--- src/hw/rtl/sts_pkg.sv ---
// Package for the serial transfer scheduler.
// Holds the command codes and the fixed field widths of the ports.
// No dependencies.
package sts_pkg;

  typedef enum logic [1:0] {
    CMD_SUBMIT   = 2'd0,
    CMD_COMPLETE = 2'd1,
    CMD_ALARM    = 2'd2,
    CMD_SYNC     = 2'd3
  } cmd_e;

  localparam int unsigned CHAN_W  = 2;
  localparam int unsigned DELAY_W = 16;
  localparam int unsigned LEN_W   = 8;
  localparam int unsigned TAG_W   = 8;
  localparam int unsigned NOW_W   = 32;
  localparam int unsigned MASK_W  = 4;

endpackage

--- src/hw/rtl/sts_rr_pick.sv ---
// Rotating priority pick over the channel request vector of the scheduler.
// Searches the channels after the origin and wraps around; no dependencies.
module sts_rr_pick #(
  parameter int unsigned NUM_CHANNELS = 4
) (
  input  logic [NUM_CHANNELS-1:0]         req_i,
  input  logic [$clog2(NUM_CHANNELS)-1:0] origin_i,
  output logic                            found_o,
  output logic [$clog2(NUM_CHANNELS)-1:0] idx_o
);

  localparam int unsigned CW = $clog2(NUM_CHANNELS);

  always_comb begin
    logic [CW:0] pos;
    found_o = 1'b0;
    idx_o   = '0;
    for (int i = 1; i <= NUM_CHANNELS; i++) begin
      pos = {1'b0, origin_i} + (CW+1)'(i);
      // wrap once; the sum stays below twice the channel count
      if (pos >= (CW+1)'(NUM_CHANNELS)) begin
        pos = pos - (CW+1)'(NUM_CHANNELS);
      end
      if (!found_o && req_i[pos[CW-1:0]]) begin
        found_o = 1'b1;
        idx_o   = pos[CW-1:0];
      end
    end
  end

endmodule

--- src/hw/rtl/serial_transfer_scheduler.sv ---
// Serial transfer scheduler: one shared engine, one waiting slot per channel.
// A transaction is taken into the input register, decoded there against the
// scheduler state, and its result is written into the result register.
// Throughput: one transaction per cycle; the input register and the result
// register form a two-entry pipeline, so a stalled result blocks input once the
// input register also holds a transaction.
// Reset clears the engine, the slot valid bits and the completion times.
module serial_transfer_scheduler #(
  parameter int unsigned NUM_CHANNELS = 4,
  parameter int unsigned TIME_BITS    = 32,
  parameter int unsigned TAG_BITS     = 8
) (
  input  logic                         clk_i,
  input  logic                         rst_ni,
  input  logic                         in_valid_i,
  output logic                         in_ready_o,
  input  sts_pkg::cmd_e                command_i,
  input  logic [sts_pkg::CHAN_W-1:0]   chan_i,
  input  logic [sts_pkg::DELAY_W-1:0]  delay_i,
  input  logic [sts_pkg::LEN_W-1:0]    out_bytes_i,
  input  logic [sts_pkg::LEN_W-1:0]    in_bytes_i,
  input  logic [sts_pkg::TAG_W-1:0]    request_tag_i,
  input  logic [sts_pkg::NOW_W-1:0]    now_i,
  output logic                         out_valid_o,
  input  logic                         out_ready_i,
  output logic                         accepted_o,
  output logic                         started_o,
  output logic [sts_pkg::CHAN_W-1:0]   start_chan_o,
  output logic [sts_pkg::TAG_W-1:0]    start_tag_o,
  output logic [sts_pkg::LEN_W-1:0]    start_out_bytes_o,
  output logic [sts_pkg::LEN_W-1:0]    start_in_bytes_o,
  output logic                         finished_o,
  output logic [sts_pkg::CHAN_W-1:0]   finished_chan_o,
  output logic [sts_pkg::TAG_W-1:0]    finished_tag_o,
  output logic                         engine_busy_o,
  output logic [sts_pkg::MASK_W-1:0]   pending_mask_o
);

  import sts_pkg::*;

  localparam int unsigned CW = $clog2(NUM_CHANNELS);

  // pipeline control
  logic s1_valid_q, out_valid_q, adv, step;

  // input register
  cmd_e                 cmd_q;
  logic [CHAN_W-1:0]    chan_q;
  logic [DELAY_W-1:0]   delay_q;
  logic [LEN_W-1:0]     ob_q, ib_q;
  logic [TAG_BITS-1:0]  tag_q;
  logic [TIME_BITS-1:0] now_q;

  // scheduler state
  logic                 act_valid_q, act_valid_d;
  logic [CW-1:0]        act_chan_q, act_chan_d;
  logic [TAG_BITS-1:0]  act_tag_q, act_tag_d;
  logic [NUM_CHANNELS-1:0] slot_valid_q, slot_valid_d;
  logic [TIME_BITS-1:0] slot_fire_q [NUM_CHANNELS];
  logic [TAG_BITS-1:0]  slot_tag_q  [NUM_CHANNELS];
  logic [LEN_W-1:0]     slot_ob_q   [NUM_CHANNELS];
  logic [LEN_W-1:0]     slot_ib_q   [NUM_CHANNELS];
  logic [TIME_BITS-1:0] last_done_q [NUM_CHANNELS];

  // slot write and completion write requests
  logic                 slot_wr;
  logic                 done_wr;

  // result next values
  logic                 accepted_d, started_d, finished_d;
  logic [CHAN_W-1:0]    start_chan_d, finished_chan_d;
  logic [TAG_W-1:0]     start_tag_d, finished_tag_d;
  logic [LEN_W-1:0]     start_ob_d, start_ib_d;
  logic [MASK_W-1:0]    pending_d;

  // result register
  logic                 accepted_q, started_q, finished_q, busy_q;
  logic [CHAN_W-1:0]    start_chan_q, finished_chan_q;
  logic [TAG_W-1:0]     start_tag_q, finished_tag_q;
  logic [LEN_W-1:0]     start_ob_q, start_ib_q;
  logic [MASK_W-1:0]    pending_q;

  // decode helpers
  logic                 ch_ok;
  logic [CW-1:0]        chx;
  logic [TIME_BITS:0]   fire_sum;
  logic [TIME_BITS-1:0] fire;
  logic [NUM_CHANNELS-1:0] fired;
  logic [CW-1:0]        origin;
  logic                 pick_found;
  logic [CW-1:0]        pick_idx;

  assign adv        = !out_valid_q || out_ready_i;
  assign step       = s1_valid_q && adv;
  assign in_ready_o = !s1_valid_q || adv;

  assign ch_ok = int'(chan_q) < NUM_CHANNELS;
  assign chx   = CW'(chan_q);

  // fire time: now, or delay after the last completion, saturating
  assign fire_sum = (TIME_BITS+1)'(delay_q) + {1'b0, last_done_q[chx]};
  always_comb begin
    if (delay_q == '0) begin
      fire = now_q;
    end else if (fire_sum[TIME_BITS]) begin
      fire = {TIME_BITS{1'b1}};
    end else begin
      fire = fire_sum[TIME_BITS-1:0];
    end
  end

  always_comb begin
    for (int c = 0; c < NUM_CHANNELS; c++) begin
      fired[c] = slot_valid_q[c] && (slot_fire_q[c] <= now_q);
    end
  end

  // search origin: sync always from 0; complete from the finished channel, else last channel
  always_comb begin
    if (cmd_q == CMD_SYNC) begin
      origin = '0;
    end else if (act_valid_q) begin
      origin = act_chan_q;
    end else begin
      origin = CW'(NUM_CHANNELS - 1);
    end
  end

  sts_rr_pick #(
    .NUM_CHANNELS(NUM_CHANNELS)
  ) u_pick (
    .req_i    (fired),
    .origin_i (origin),
    .found_o  (pick_found),
    .idx_o    (pick_idx)
  );

  always_comb begin
    act_valid_d     = act_valid_q;
    act_chan_d      = act_chan_q;
    act_tag_d       = act_tag_q;
    slot_valid_d    = slot_valid_q;
    slot_wr         = 1'b0;
    done_wr         = 1'b0;
    accepted_d      = 1'b0;
    started_d       = 1'b0;
    start_chan_d    = '0;
    start_tag_d     = '0;
    start_ob_d      = '0;
    start_ib_d      = '0;
    finished_d      = 1'b0;
    finished_chan_d = '0;
    finished_tag_d  = '0;

    unique case (cmd_q)
      CMD_SUBMIT: begin
        if (ch_ok && !slot_valid_q[chx] && !(act_valid_q && act_chan_q == chx)) begin
          accepted_d = 1'b1;
          if (now_q >= fire && !act_valid_q) begin
            act_valid_d  = 1'b1;
            act_chan_d   = chx;
            act_tag_d    = tag_q;
            started_d    = 1'b1;
            start_chan_d = CHAN_W'(chx);
            start_tag_d  = TAG_W'(tag_q);
            start_ob_d   = ob_q;
            start_ib_d   = ib_q;
          end else begin
            slot_valid_d[chx] = 1'b1;
            slot_wr           = 1'b1;
          end
        end
      end
      CMD_ALARM: begin
        if (ch_ok && slot_valid_q[chx] && !act_valid_q) begin
          act_valid_d       = 1'b1;
          act_chan_d        = chx;
          act_tag_d         = slot_tag_q[chx];
          slot_valid_d[chx] = 1'b0;
          started_d         = 1'b1;
          start_chan_d      = CHAN_W'(chx);
          start_tag_d       = TAG_W'(slot_tag_q[chx]);
          start_ob_d        = slot_ob_q[chx];
          start_ib_d        = slot_ib_q[chx];
        end
      end
      CMD_COMPLETE, CMD_SYNC: begin
        if (act_valid_q) begin
          done_wr         = 1'b1;
          finished_d      = 1'b1;
          finished_chan_d = CHAN_W'(act_chan_q);
          finished_tag_d  = TAG_W'(act_tag_q);
          act_valid_d     = 1'b0;
        end
        // the finished channel never holds a slot, so the search is unaffected
        if (pick_found) begin
          act_valid_d            = 1'b1;
          act_chan_d             = pick_idx;
          act_tag_d              = slot_tag_q[pick_idx];
          slot_valid_d[pick_idx] = 1'b0;
          started_d              = 1'b1;
          start_chan_d           = CHAN_W'(pick_idx);
          start_tag_d            = TAG_W'(slot_tag_q[pick_idx]);
          start_ob_d             = slot_ob_q[pick_idx];
          start_ib_d             = slot_ib_q[pick_idx];
        end
      end
    endcase

    pending_d = '0;
    for (int c = 0; c < NUM_CHANNELS && c < MASK_W; c++) begin
      pending_d[c] = slot_valid_d[c];
    end
  end

  // control and reset state
  always_ff @(posedge clk_i or negedge rst_ni) begin
    if (!rst_ni) begin
      s1_valid_q   <= 1'b0;
      out_valid_q  <= 1'b0;
      act_valid_q  <= 1'b0;
      act_chan_q   <= '0;
      act_tag_q    <= '0;
      slot_valid_q <= '0;
      for (int c = 0; c < NUM_CHANNELS; c++) begin
        last_done_q[c] <= '0;
      end
    end else begin
      if (in_ready_o) begin
        s1_valid_q <= in_valid_i;
      end
      if (adv) begin
        out_valid_q <= s1_valid_q;
      end
      if (step) begin
        act_valid_q  <= act_valid_d;
        act_chan_q   <= act_chan_d;
        act_tag_q    <= act_tag_d;
        slot_valid_q <= slot_valid_d;
        if (done_wr) begin
          last_done_q[act_chan_q] <= now_q;
        end
      end
    end
  end

  // payload registers
  always_ff @(posedge clk_i) begin
    if (in_valid_i && in_ready_o) begin
      cmd_q   <= command_i;
      chan_q  <= chan_i;
      delay_q <= delay_i;
      ob_q    <= out_bytes_i;
      ib_q    <= in_bytes_i;
      tag_q   <= TAG_BITS'(request_tag_i);
      now_q   <= TIME_BITS'(now_i);
    end
    if (step && slot_wr) begin
      slot_fire_q[chx] <= fire;
      slot_tag_q[chx]  <= tag_q;
      slot_ob_q[chx]   <= ob_q;
      slot_ib_q[chx]   <= ib_q;
    end
    if (step) begin
      accepted_q      <= accepted_d;
      started_q       <= started_d;
      start_chan_q    <= start_chan_d;
      start_tag_q     <= start_tag_d;
      start_ob_q      <= start_ob_d;
      start_ib_q      <= start_ib_d;
      finished_q      <= finished_d;
      finished_chan_q <= finished_chan_d;
      finished_tag_q  <= finished_tag_d;
      busy_q          <= act_valid_d;
      pending_q       <= pending_d;
    end
  end

  assign out_valid_o       = out_valid_q;
  assign accepted_o        = accepted_q;
  assign started_o         = started_q;
  assign start_chan_o      = start_chan_q;
  assign start_tag_o       = start_tag_q;
  assign start_out_bytes_o = start_ob_q;
  assign start_in_bytes_o  = start_ib_q;
  assign finished_o        = finished_q;
  assign finished_chan_o   = finished_chan_q;
  assign finished_tag_o    = finished_tag_q;
  assign engine_busy_o     = busy_q;
  assign pending_mask_o    = pending_q;

endmodule

--- config.mk ---
export PLATFORM = sky130hd
export DESIGN_NAME = serial_transfer_scheduler
export DESIGN_NICKNAME = d
export VERILOG_FILES = /design/src/hw/rtl/sts_pkg.sv /design/src/hw/rtl/sts_rr_pick.sv /design/src/hw/rtl/serial_transfer_scheduler.sv
export SDC_FILE = /design/constraint.sdc
export NUM_CORES = 1
export LEC_CHECK = 0
export BUFFER_PORTS_ARGS = -buffer_cell sky130_fd_sc_hd__clkbuf_2
export CORE_MARGIN = 2
export CORE_UTILIZATION = 55
export DETAILED_ROUTE_END_ITERATION = 10
export PLACE_DENSITY = 0.77
export RECOVER_POWER = 25
export SETUP_SLACK_MARGIN = 0.1
export SLEW_MARGIN = 20
export SYNTH_ARGS = -nofsm -noshare
export SYNTH_HDL_FRONTEND = slang
export SYNTH_HIERARCHICAL = 1
export SYNTH_SLANG_ARGS = --single-unit
--- constraint.sdc ---
create_clock -name clk_i -period 11.85 [get_ports clk_i]
set_clock_uncertainty 0.1 [all_clocks]
set_input_delay 1.185 -clock clk_i [delete_from_list [all_inputs] [get_ports clk_i]]
set_output_delay 1.185 -clock clk_i [all_outputs]
set_load 0.02 [all_outputs]
==> reports/results.ini, run 1 <==
[clocking]
ctsRootBufferMaster=clkbuf_16
cts_num_sinks=491
cts_buffer_depth=3
cts.repair.resized=0
cts.reportedPaths.clkPinSlew_ns=0.06
cts-buffers-inserted=50
tritoncts=yes
cts_setup_buffers=0
post_cts_hold_buffer_count=0
insertion_delay_ns=0.61
htree_num_levels=2

[synthesis]
synth_ff_type=edfxtp_1
netlist-cell-type-count=71
yosys_register_bits=491
syn-cell-area_um2=23950
synth_async_sr_flop_share_pct=29.53
number_of_nets_in_the_synthesized_netlist=1984
postSynthCellCount=1727
synth.yosys.seq_area_share_pct=58.46
yosys_warnings=6
synth_top_cell_area_share_pct=43.14
synth_largest_area_cell=edfxtp_1
synthesis.area_per_instance_um2=13.87
top_cells_by_area_in_the_synthesized_netlist=edfxtp_1 43%, dfrtp_1 15%, ha_1 9.2%, mux4_2 7.6%, mux2_2 3.2%
synth_enable_flop_cells=344

[power_and_ir_drop]
comb_power_share_pct=30.7
irDropWorstVdd_mv=0.1504
total_leakage_power_uw=0.01080
seq_power_share_pct=42.0
p_sw_share_pct=32.45
total_switching_power_uw=1911
p_per_area_nw_per_um2=218.6
power_uw=5888
power.share.clock_pct=27.3
p_int_uw=3978

[place]
cell_count_post_placement=2399
placement.io_buffers=125
dp_hpwl_um=37710
gp_congestion=0.8576
preCtsSetupSlack_ns=3.953

[timing]
setup_viol=0
final.min_clock_period_ns=8.008
tightestPinTransition_ns=4.568
achievable-frequency_mhz=124.9
rsz0062_at_grt=no
timing.max_slew.rel_slack_pct=-204.5
final.hold.worst_slack_ns=0.3754
hold_viol=0
final.setup.tns_ns=0
final_max_slew_viol_count=78
final.setup.worst_slack_ns=3.842
final_min_period_over_clock_period_pct=67.58

[layout]
antenna-diode-count=0
area.sequential_um2=14000
post_route_cells_drive_above_1_share_pct=21.91
most-common-layout-cells=344 x edfxtp_1, 176 x ha_1, 159 x nand2_1
finish.net_count=2123
flow.area_growth_from_synthesis_pct=12.51
finish.cell_count_without_fillers=2493
most_common_cell_after_layout_fill_and_taps_aside=edfxtp_1
multiInputGateArea_um2=9458
filler_cell_count=3197

[grt]
grt_antenna_before_repair=0
grt_pass1_vias=15790
pin_count_of_the_biggest_net_entering_global_routing=78
global_route_overflow=0
global_route_wire_length_before_repair_um=87640
grt_use_total_pct=25.49

[floorplan]
fp-row-count=76
die_h_um=212.7
core_region_area_um2=42980
start_util_pct=55.71
fp.dieArea_um2=45220
ioPinCount=126
die_w_um=212.7

[worst_setup_path]
end_kind=flop
timing.critical_path.required_ns=12.23
cp.arrival_ns=8.39
criticalPathCategory=flop to flop
worst_path_fanout_max=40
startpoint_type=flop
cpMaxStageDelayCell=nor3_4
crit_chain=buf_4 > mux4_2 > ha_1 > nand2_1 > o21ai_0 > o21ai_0 > a31oi_1 > o21a_4 > a21o_2 > nor2_1 > a21oi_1 > ha_1 > nor2b_1 > o21ai_0 > a41oi_1 > o41ai_1 > a21oi_1 > nor3_4 > or2_2 > a22o_1
slowest_delay_ns=0.99
path_common_cell=o21ai_0

[detailed_routing]
drc=0
routed_wirelength_um=56050
uppermost_metal_layer_occupied_by_signal_nets=met4
route.layer.met1.wl_um=23210
antenna_violating_nets_post_route=0
met2WireLength_um=27530
wl_met3_um=3334
vias=15310
drt_pre_antenna_iters=6
vias_per_cell=6.143
drt-initial-drc-count=1500
wl_per_cell_um=22.48

[flow_run]
cap_viol_max_count=1

[status]
failed_checks=max-capacitance violations, max-slew violations
outcome=finished, violations left

[hold_path]
worst_hold_path_type=flop to flop

-- power groups by stage --
stage	sequential [uW]	clock, uW	combinational [uW]
6_report	2470	1610	1810
5_1_grt	2510	1700	1990
4_1_cts	2470	1630	1800
3_5_place_dp	2510	0	1790
3_3_place_gp	2490	0	1720
2_1_floorplan	2470	0	1280
-- Yosys cell counts, types with 9 or more instances --
library cell  count
a21o_1           27
a21oi_1          81
a22oi_1          18
a2bb2oi_1        10
and2_1           20
and3_1           15
buf_2            11
clkbuf_1         39
dfrtp_1         145
edfxtp_1        344
ha_1            176
inv_1            69
mux2_2           67
mux4_2           81
nand2_1         159
nand2b_1         21
nand3_1          14
nand4_1          29
nor2_1           50
nor2b_1          25
nor3_1           24
o21a_1            9
o21ai_0         119
o22ai_2          28
xnor2_1          17
xor2_1           12
-- state kept, by name, indices dropped and copies added (netlist names), 4 cells and up, named ones only --
name               count
start_in_bytes_o       8
slot_valid_q           4
finished_tag_o         8
slot_ib_q             32
ob_q                   8
act_tag_q              8
slot_fire_q          128
last_done_q          128
pending_mask_o         4
start_out_bytes_o      8
start_tag_o            8
now_q                 32
slot_ob_q             32
slot_tag_q            32
delay_q               16
ib_q                   8
tag_q                  8
-- worst max-delay path, delay by kind of cell, from the launching register on --
kind	cells	cell delay, ns
compound gates	11	4.37
simple gates	5	1.49
fa+ha+maj	2	0.57
mux	1	0.56
buf+inv	1	0.38
flops	1	0.34
-- through the flow --
step	area [um^2]	util [%]
after floorplan	23950	-
after global placement	25270	58.80
after CTS	26960	62.72
final	26940	62.68
after detailed placement	25270	58.80
after global routing	26940	62.68
-- final timing paths --
| path | startpoint | endpoint | depth (start not counted) | slack, ns |
|---|---|---|---|---|
| setup / recovery | chan_q[0] | start_chan_o[1] | 20 | 3.84 |
| hold / removal | last_done_q[10] | last_done_q[10] | 2 | 0.38 |
| setup reg to reg | chan_q[0] | start_chan_o[1] | 20 | 3.84 |
| hold reg to reg | last_done_q[10] | last_done_q[10] | 2 | 0.38 |
| max in group asynchronous | rst_ni | last_done_q[1] | 2 | 6.86 |
| min in group asynchronous | rst_ni | last_done_q[52] | 1 | 2.12 |
-- cell type report --
class	count	area share (%)
clock buffers	63	5.090
clock inverters	31	1.175
inverters	70	0.9799
multi-input cells	1103	35.10
flip-flops and latches	491	51.96
well taps	585	2.717
repair buffers	150	2.977
-- per-layer routing --
metal  global-route usage (%)  vias up
li1                         -     6916
met1                    34.02     7667
met2                    42.19      592
met3                    3.545      139
met4                    11.00        0
met5                        0        -
-- logic make-up after synthesis --
logic type / count (synthesis) / share of synthesized area (%)
and+or+nand+nor: 389 / 7.995
muxes: 149 / 10.81
adders and majority gates: 177 / 9.280
buffers and inverters: 133 / 2.315
DFF: 491 / 58.46
xor gates and xnor gates: 29 / 1.061
AOI/OAI and AO/OA: 359 / 10.08
No activity file was read; power rests on OpenSTA's default activity.
==> run 2, diff against run 1 <==
--- a/config.mk
+++ b/config.mk
@@ -9,7 +9,7 @@
 export CORE_MARGIN = 2
 export CORE_UTILIZATION = 55
 export DETAILED_ROUTE_END_ITERATION = 10
-export PLACE_DENSITY = 0.77
+export PLACE_DENSITY = 0.74
 export RECOVER_POWER = 25
 export SETUP_SLACK_MARGIN = 0.1
 export SLEW_MARGIN = 20
==> constraint.sdc (replaced) <==
create_clock -name clk_i -period 7.41 [get_ports clk_i]
set_clock_uncertainty 0.1 [all_clocks]
set_input_delay 0.741 -clock clk_i [delete_from_list [all_inputs] [get_ports clk_i]]
set_output_delay 0.741 -clock clk_i [all_outputs]
set_load 0.02 [all_outputs]
==> reports/results.ini, run 2 (synthesized netlist as in run 1, its figures left out) <==
[worst_setup_path]
timing.critical_path.required_ns=7.61  ; -4.62 ns
cpMaxStageDelayCell=mux4_2
slowest_delay_ns=0.57  ; -0.42 ns
cp_top_family=compound AO/OA/AOI/OAI gates
r2r_end=slot_fire_q[0][14]
rr_startpoint=chan_q[0]
crit_chain=buf_4 > mux4_2 > ha_1 > a21oi_1 > o21ai_0 > o21ai_0 > a31oi_1 > buf_4 > o21a_4 > a21o_2 > buf_4 > o22ai_2 > ha_1 > a21oi_1 > o21ai_0 > nand2_1 > o211ai_1 > a21oi_2 > o21ai_2 > buf_4 > nor4_4 > buf_12
worst-path-stages=22  ; +10%
worstSetupStartpoint=chan_q[0]
path_buf_inv=5  ; +4
timing.critical_path.to=slot_fire_q[0][14]
path_common_cell=buf_4
regToRegSetupSlack_ns=0.66  ; -3.18 ns
end_kind=flop
worst_path_fanout_max=32  ; -20%
criticalPathCategory=flop to flop
ff2ff_path_depth=22  ; +10%
startpoint_type=flop
cp.arrival_ns=6.95  ; -1.44 ns

[detailed_routing]
routed_wirelength_um=56420  ; +0.66%
drc=0  ; unchanged
drt-initial-drc-count=1150  ; -23%
antenna_violating_nets_post_route=0  ; unchanged
vias_per_cell=6.155  ; +0.19%
drt_pre_antenna_iters=5  ; -1
vias=15410  ; +0.59%
wl_per_cell_um=22.54  ; +0.26%

[timing]
final.setup.tns_ns=0  ; unchanged
final_max_slew_viol_count=76  ; -2.6%
rsz0062_at_grt=no
timing.max_slew.rel_slack_pct=-182.3  ; +22 points
setup_viol=0  ; unchanged
final.min_clock_period_ns=6.751  ; -1.257 ns
tightestPinTransition_ns=4.235  ; -0.3333 ns
hold_viol=0  ; unchanged
final_min_period_over_clock_period_pct=91.11  ; +24 points
achievable-frequency_mhz=148.1  ; +19%

[status]
failed_checks=max-capacitance violations, max-slew violations
outcome=finished, violations left

[power_and_ir_drop]
p_per_area_nw_per_um2=347.6  ; +59%
total_leakage_power_uw=0.01085  ; +0.40%
irDropWorstVdd_mv=0.1884  ; +25%

[clocking]
htree_num_levels=2  ; unchanged
cts.reportedPaths.clkPinSlew_ns=0.06  ; about the same
cts_num_sinks=491  ; unchanged
cts-buffers-inserted=51  ; +2.0%
ctsRootBufferMaster=clkbuf_16
cts.repair.resized=0  ; unchanged
tritoncts=yes
cts_buffer_depth=3  ; unchanged
cts_setup_buffers=0  ; unchanged
post_cts_hold_buffer_count=0  ; unchanged
insertion_delay_ns=0.62  ; about the same

[layout]
most-common-layout-cells=344 x edfxtp_1, 176 x ha_1, 159 x nand2_1
flow.area_growth_from_synthesis_pct=12.95
largestRegisters=last_done_q: 128 flops, slot_fire_q: 128 flops
finish.net_count=2132  ; +0.42%
filler_cell_count=3206  ; +0.28%
post_route_cells_drive_above_1_share_pct=22.21  ; +0.30 points
antenna-diode-count=0  ; unchanged
most_common_cell_after_layout_fill_and_taps_aside=edfxtp_1
finalCoreUtilization_pct=62.93  ; +0.24 points

[floorplan]
start_util_pct=55.71  ; unchanged
die_h_um=212.7  ; unchanged
core_region_area_um2=42980  ; unchanged
fp.dieArea_um2=45220  ; unchanged
die_w_um=212.7  ; unchanged
fp-row-count=76  ; unchanged
ioPinCount=126  ; unchanged

[flow_run]
cap_viol_max_count=1  ; unchanged

[grt]
pin_count_of_the_biggest_net_entering_global_routing=76  ; -2.6%
grt_antenna_before_repair=0  ; unchanged
grt_use_total_pct=25.45  ; -0.044 points
global_route_wire_length_before_repair_um=87530  ; -0.13%
global_route_overflow=0  ; unchanged
grt_pass1_vias=15810  ; +0.10%

[place]
gp_congestion=0.8846  ; +3.1%
dp_hpwl_um=38950  ; +3.3%
placement.io_buffers=125  ; unchanged

[hold_path]
worst_hold_path_type=input pin to flop
worst_hold_startpoint=in_bytes_i[6]

## run 2: cell count changes in the layout (fill, tap and decap cells not counted), moves of 3 or more
cell	previous run	this run
clkbuf_8	5	2
buf_4	25	29
clkinvlp_4	1	4
buf_12	0	4
clkbuf_1	16	21
## run 2: final cells by class
class                   instances  area [um^2]  share of cell area (%)
clock buffers                  67         1378                   5.093
clock inverters                29        279.0                   1.032
inverters                      70        264.0                  0.9761
multi-input cells            1103         9483                   35.06
flip-flops and latches        491        14000                   51.76
well taps                     585        732.0                   2.706
repair buffers                158        913.4                   3.377
## run 2: routing by layer
metal / track usage [%] / wire length [um]
met3: 3.765 / 3409
met1: 35.09 / 24190
met5: 0 / 0
met2: 41.48 / 27070
met4: 9.332 / 1758
## run 2: worst min path at each step
stage                             to  cells after the start
detailed placement   last_done_q[71]                      2
floorplan             last_done_q[0]                      2
global placement     last_done_q[90]                      2
CTS                 last_done_q[107]                      1
global route                 ob_q[4]                      1
finish                       ib_q[6]                      1
## run 2: per-stage QoR
stage	instances	area (um^2)	hold slack, ns	power [uW]	setup WS, ns
after detailed placement	2407	25410	0.3690	6897	0.7136
after CTS	2503	27060	0.07072	9433	0.6789
after floorplan	1727	23980	0.3448	6001	-0.2370
after global routing	2503	27050	0.1766	9877	0.2487
final	2503	27050	0.1891	9401	0.6588
after global placement	2407	25410	0.3573	6776	0.9301
## run 2: power by group
group	switching, uW	internal (uW)
Clock	1080	1430
Sequential	292	3660
Combinational	1720	1220
Total	3090	6310
==> run 3, diff against run 2 <==
--- a/config.mk
+++ b/config.mk
@@ -6,6 +6,7 @@
 export NUM_CORES = 1
 export LEC_CHECK = 0
 export BUFFER_PORTS_ARGS = -buffer_cell sky130_fd_sc_hd__clkbuf_2
+export CORE_ASPECT_RATIO = 1.1
 export CORE_MARGIN = 2
 export CORE_UTILIZATION = 55
 export DETAILED_ROUTE_END_ITERATION = 10
==> constraint.sdc (replaced) <==
create_clock -name clk_i -period 7.6 [get_ports clk_i]
set_clock_uncertainty 0.1 [all_clocks]
set_input_delay 0.76 -clock clk_i [delete_from_list [all_inputs] [get_ports clk_i]]
set_output_delay 0.76 -clock clk_i [all_outputs]
set_load 0.02 [all_outputs]
==> reports/results.ini, run 3 (synthesized netlist as in run 1, its figures left out) <==
[grt]
grt_pass1_vias=15800  ; -0.063%
pin_count_of_the_biggest_net_entering_global_routing=76  ; unchanged
grt_antenna_before_repair=0  ; unchanged
global_route_overflow=0  ; unchanged
grt_use_total_pct=25.51  ; +0.060 points
global_route_wire_length_before_repair_um=88740  ; +1.4%

[layout]
area.sequential_um2=14000  ; unchanged
largestRegisters=last_done_q: 128 flops, slot_fire_q: 128 flops
flow.area_growth_from_synthesis_pct=12.59
multiInputGateArea_um2=9483  ; unchanged
most-common-layout-cells=344 x edfxtp_1, 176 x ha_1, 159 x nand2_1
most_common_cell_after_layout_fill_and_taps_aside=edfxtp_1
antenna-diode-count=0  ; unchanged
filler_cell_count=3206  ; unchanged
finish.net_count=2131  ; -0.047%
post_route_cells_drive_above_1_share_pct=22.11  ; -0.099 points

[detailed_routing]
vias=15310  ; -0.63%
vias_per_cell=6.155  ; about the same
drt-initial-drc-count=1174  ; +2.1%
routed_wirelength_um=56740  ; +0.56%
wl_per_cell_um=22.81  ; +1.2%
drc=0  ; unchanged
antenna_violating_nets_post_route=0  ; unchanged
drt_pre_antenna_iters=5  ; unchanged

[timing]
final.setup.worst_slack_ns=0.6301  ; -0.02865 ns
final.hold.worst_slack_ns=0.2192  ; +0.03010 ns
rsz0062_at_grt=no
final.min_clock_period_ns=6.970  ; +0.2186 ns
hold_viol=0  ; unchanged
setup_viol=0  ; unchanged
final_min_period_over_clock_period_pct=91.71  ; +0.60 points
final_max_slew_viol_count=76  ; unchanged
tightestPinTransition_ns=4.056  ; -0.1783 ns
timing.max_slew.rel_slack_pct=-170.4  ; +12 points
achievable-frequency_mhz=143.5  ; -3.1%
final.setup.tns_ns=0  ; unchanged

[power_and_ir_drop]
power_uw=9073  ; -3.5%
p_int_uw=6122  ; -3.0%
seq_power_share_pct=42.5  ; +0.5 points
total_leakage_power_uw=0.01082  ; -0.27%
p_sw_share_pct=32.53  ; -0.35 points
comb_power_share_pct=30.9  ; -0.4 points
power.share.clock_pct=26.6  ; about the same
irDropWorstVdd_mv=0.1784  ; -5.3%
p_per_area_nw_per_um2=336.5  ; -3.2%
total_switching_power_uw=2952  ; -4.5%

[status]
outcome=finished, violations left
failed_checks=max-capacitance violations, max-slew violations

[hold_path]
worst_hold_path_type=input pin to flop
worst_hold_startpoint=request_tag_i[4]
min_path_cells=1  ; unchanged
min_delay_worst_endpoint=tag_q[4]

[floorplan]
die_w_um=202.9  ; -4.6%
start_util_pct=55.50  ; -0.21 points
core_region_area_um2=43140  ; +0.37%
die_h_um=222.8  ; +4.8%
fp.dieArea_um2=45220  ; about the same
ioPinCount=126  ; unchanged
fp-row-count=80  ; +5.3%

[clocking]
insertion_delay_ns=0.61  ; about the same
htree_num_levels=2  ; unchanged
cts-buffers-inserted=49  ; -3.9%
cts_num_sinks=491  ; unchanged
tritoncts=yes
cts.reportedPaths.clkPinSlew_ns=0.07  ; about the same
cts_buffer_depth=3  ; unchanged
ctsRootBufferMaster=clkbuf_16
post_cts_hold_buffer_count=0  ; unchanged

[worst_setup_path]
worst_path_fanout_max=25  ; -22%
cp.arrival_ns=7.13  ; +0.18 ns
crit_chain=buf_4 > mux4_2 > ha_1 > fa_1 > a21oi_1 > o21ai_0 > o21ai_0 > a31oi_1 > o21a_4 > a21o_2 > nor2_1 > a21oi_1 > ha_1 > nor2b_1 > o21ai_0 > a41oi_1 > o41ai_1 > a21oi_2 > o21ai_2 > nor4_4 > buf_4
r2r_end=slot_fire_q[0][27]
path_buf_inv=2  ; -3
startpoint_type=flop
timing.critical_path.required_ns=7.76  ; +0.15 ns
criticalPathCategory=flop to flop
cpMaxStageDelayCell=mux4_2
path_common_cell=o21ai_0
cp_top_family=compound AO/OA/AOI/OAI gates
end_kind=flop
ff2ff_path_depth=21  ; -4.5%
regToRegSetupSlack_ns=0.63  ; -0.03 ns
slowest_delay_ns=0.55  ; -0.02 ns
rr_startpoint=chan_q[0]

[place]
gp_congestion=0.8680  ; -1.9%
preCtsSetupSlack_ns=0.4638  ; -0.2498 ns
placement.io_buffers=125  ; unchanged
dp_hpwl_um=39310  ; +0.92%

[flow_run]
cap_viol_max_count=1  ; unchanged

run 3: metal layers:
metal  vias up  routed length (um)  track usage, %  share of wire [%]
met2       491               28030           42.78                 49
met3       122                3147           3.916                5.5
met5         -                   0               0                  0
met4         0                2170           11.07                3.8
met1      7766               23390           33.16                 41
li1       6929                   -               -                  -
run 3: metrics by stage:
step	utilization (%)	instance area [um^2]	std cells
floorplan	-	23980	1727
global placement	58.72	25330	2392
CTS	62.40	26920	2482
detailed placement	58.72	25330	2392
finish	62.49	26960	2487
global route	62.49	26960	2487
run 3: worst max path at each step:
stage	start	to	depth (start not counted)
floorplan	chan_q[1]	slot_fire_q[3][0]	23
global placement	chan_q[1]	slot_ib_q[0][6]	19
detailed placement	chan_q[1]	slot_ob_q[0][7]	20
CTS	chan_q[1]	slot_ib_q[0][3]	20
global route	chan_q[0]	slot_valid_q[2]	22
finish	chan_q[0]	slot_fire_q[0][27]	21
run 3: cell type report:
| cell class | instances | area share, % |
|---|---|---|
| well taps | 574 | 2.664 |
| flip-flops and latches | 491 | 51.92 |
| repair buffers | 159 | 3.369 |
| multi-input cells | 1103 | 35.17 |
| inverters | 70 | 0.9839 |
| clock inverters | 26 | 0.9746 |
| clock buffers | 64 | 4.910 |
run 3: power by group through the flow:
| stage | clock, uW | sequential [uW] | combinational (uW) |
|---|---|---|---|
| after floorplan | 0 | 3850 | 2000 |
| after global placement | 0 | 3880 | 2700 |
| after detailed placement | 0 | 3910 | 2770 |
| after CTS | 2450 | 3860 | 2790 |
| after global routing | 2550 | 3910 | 3110 |
| final | 2410 | 3850 | 2810 |
run 3: repair_timing:
action / in CTS / in global routing
setup buffers: 0 / 5
endpoints found under the hold margin: 0 / 0
gates resized for setup: 0 / 1
endpoints found under the setup margin: 0 / 219
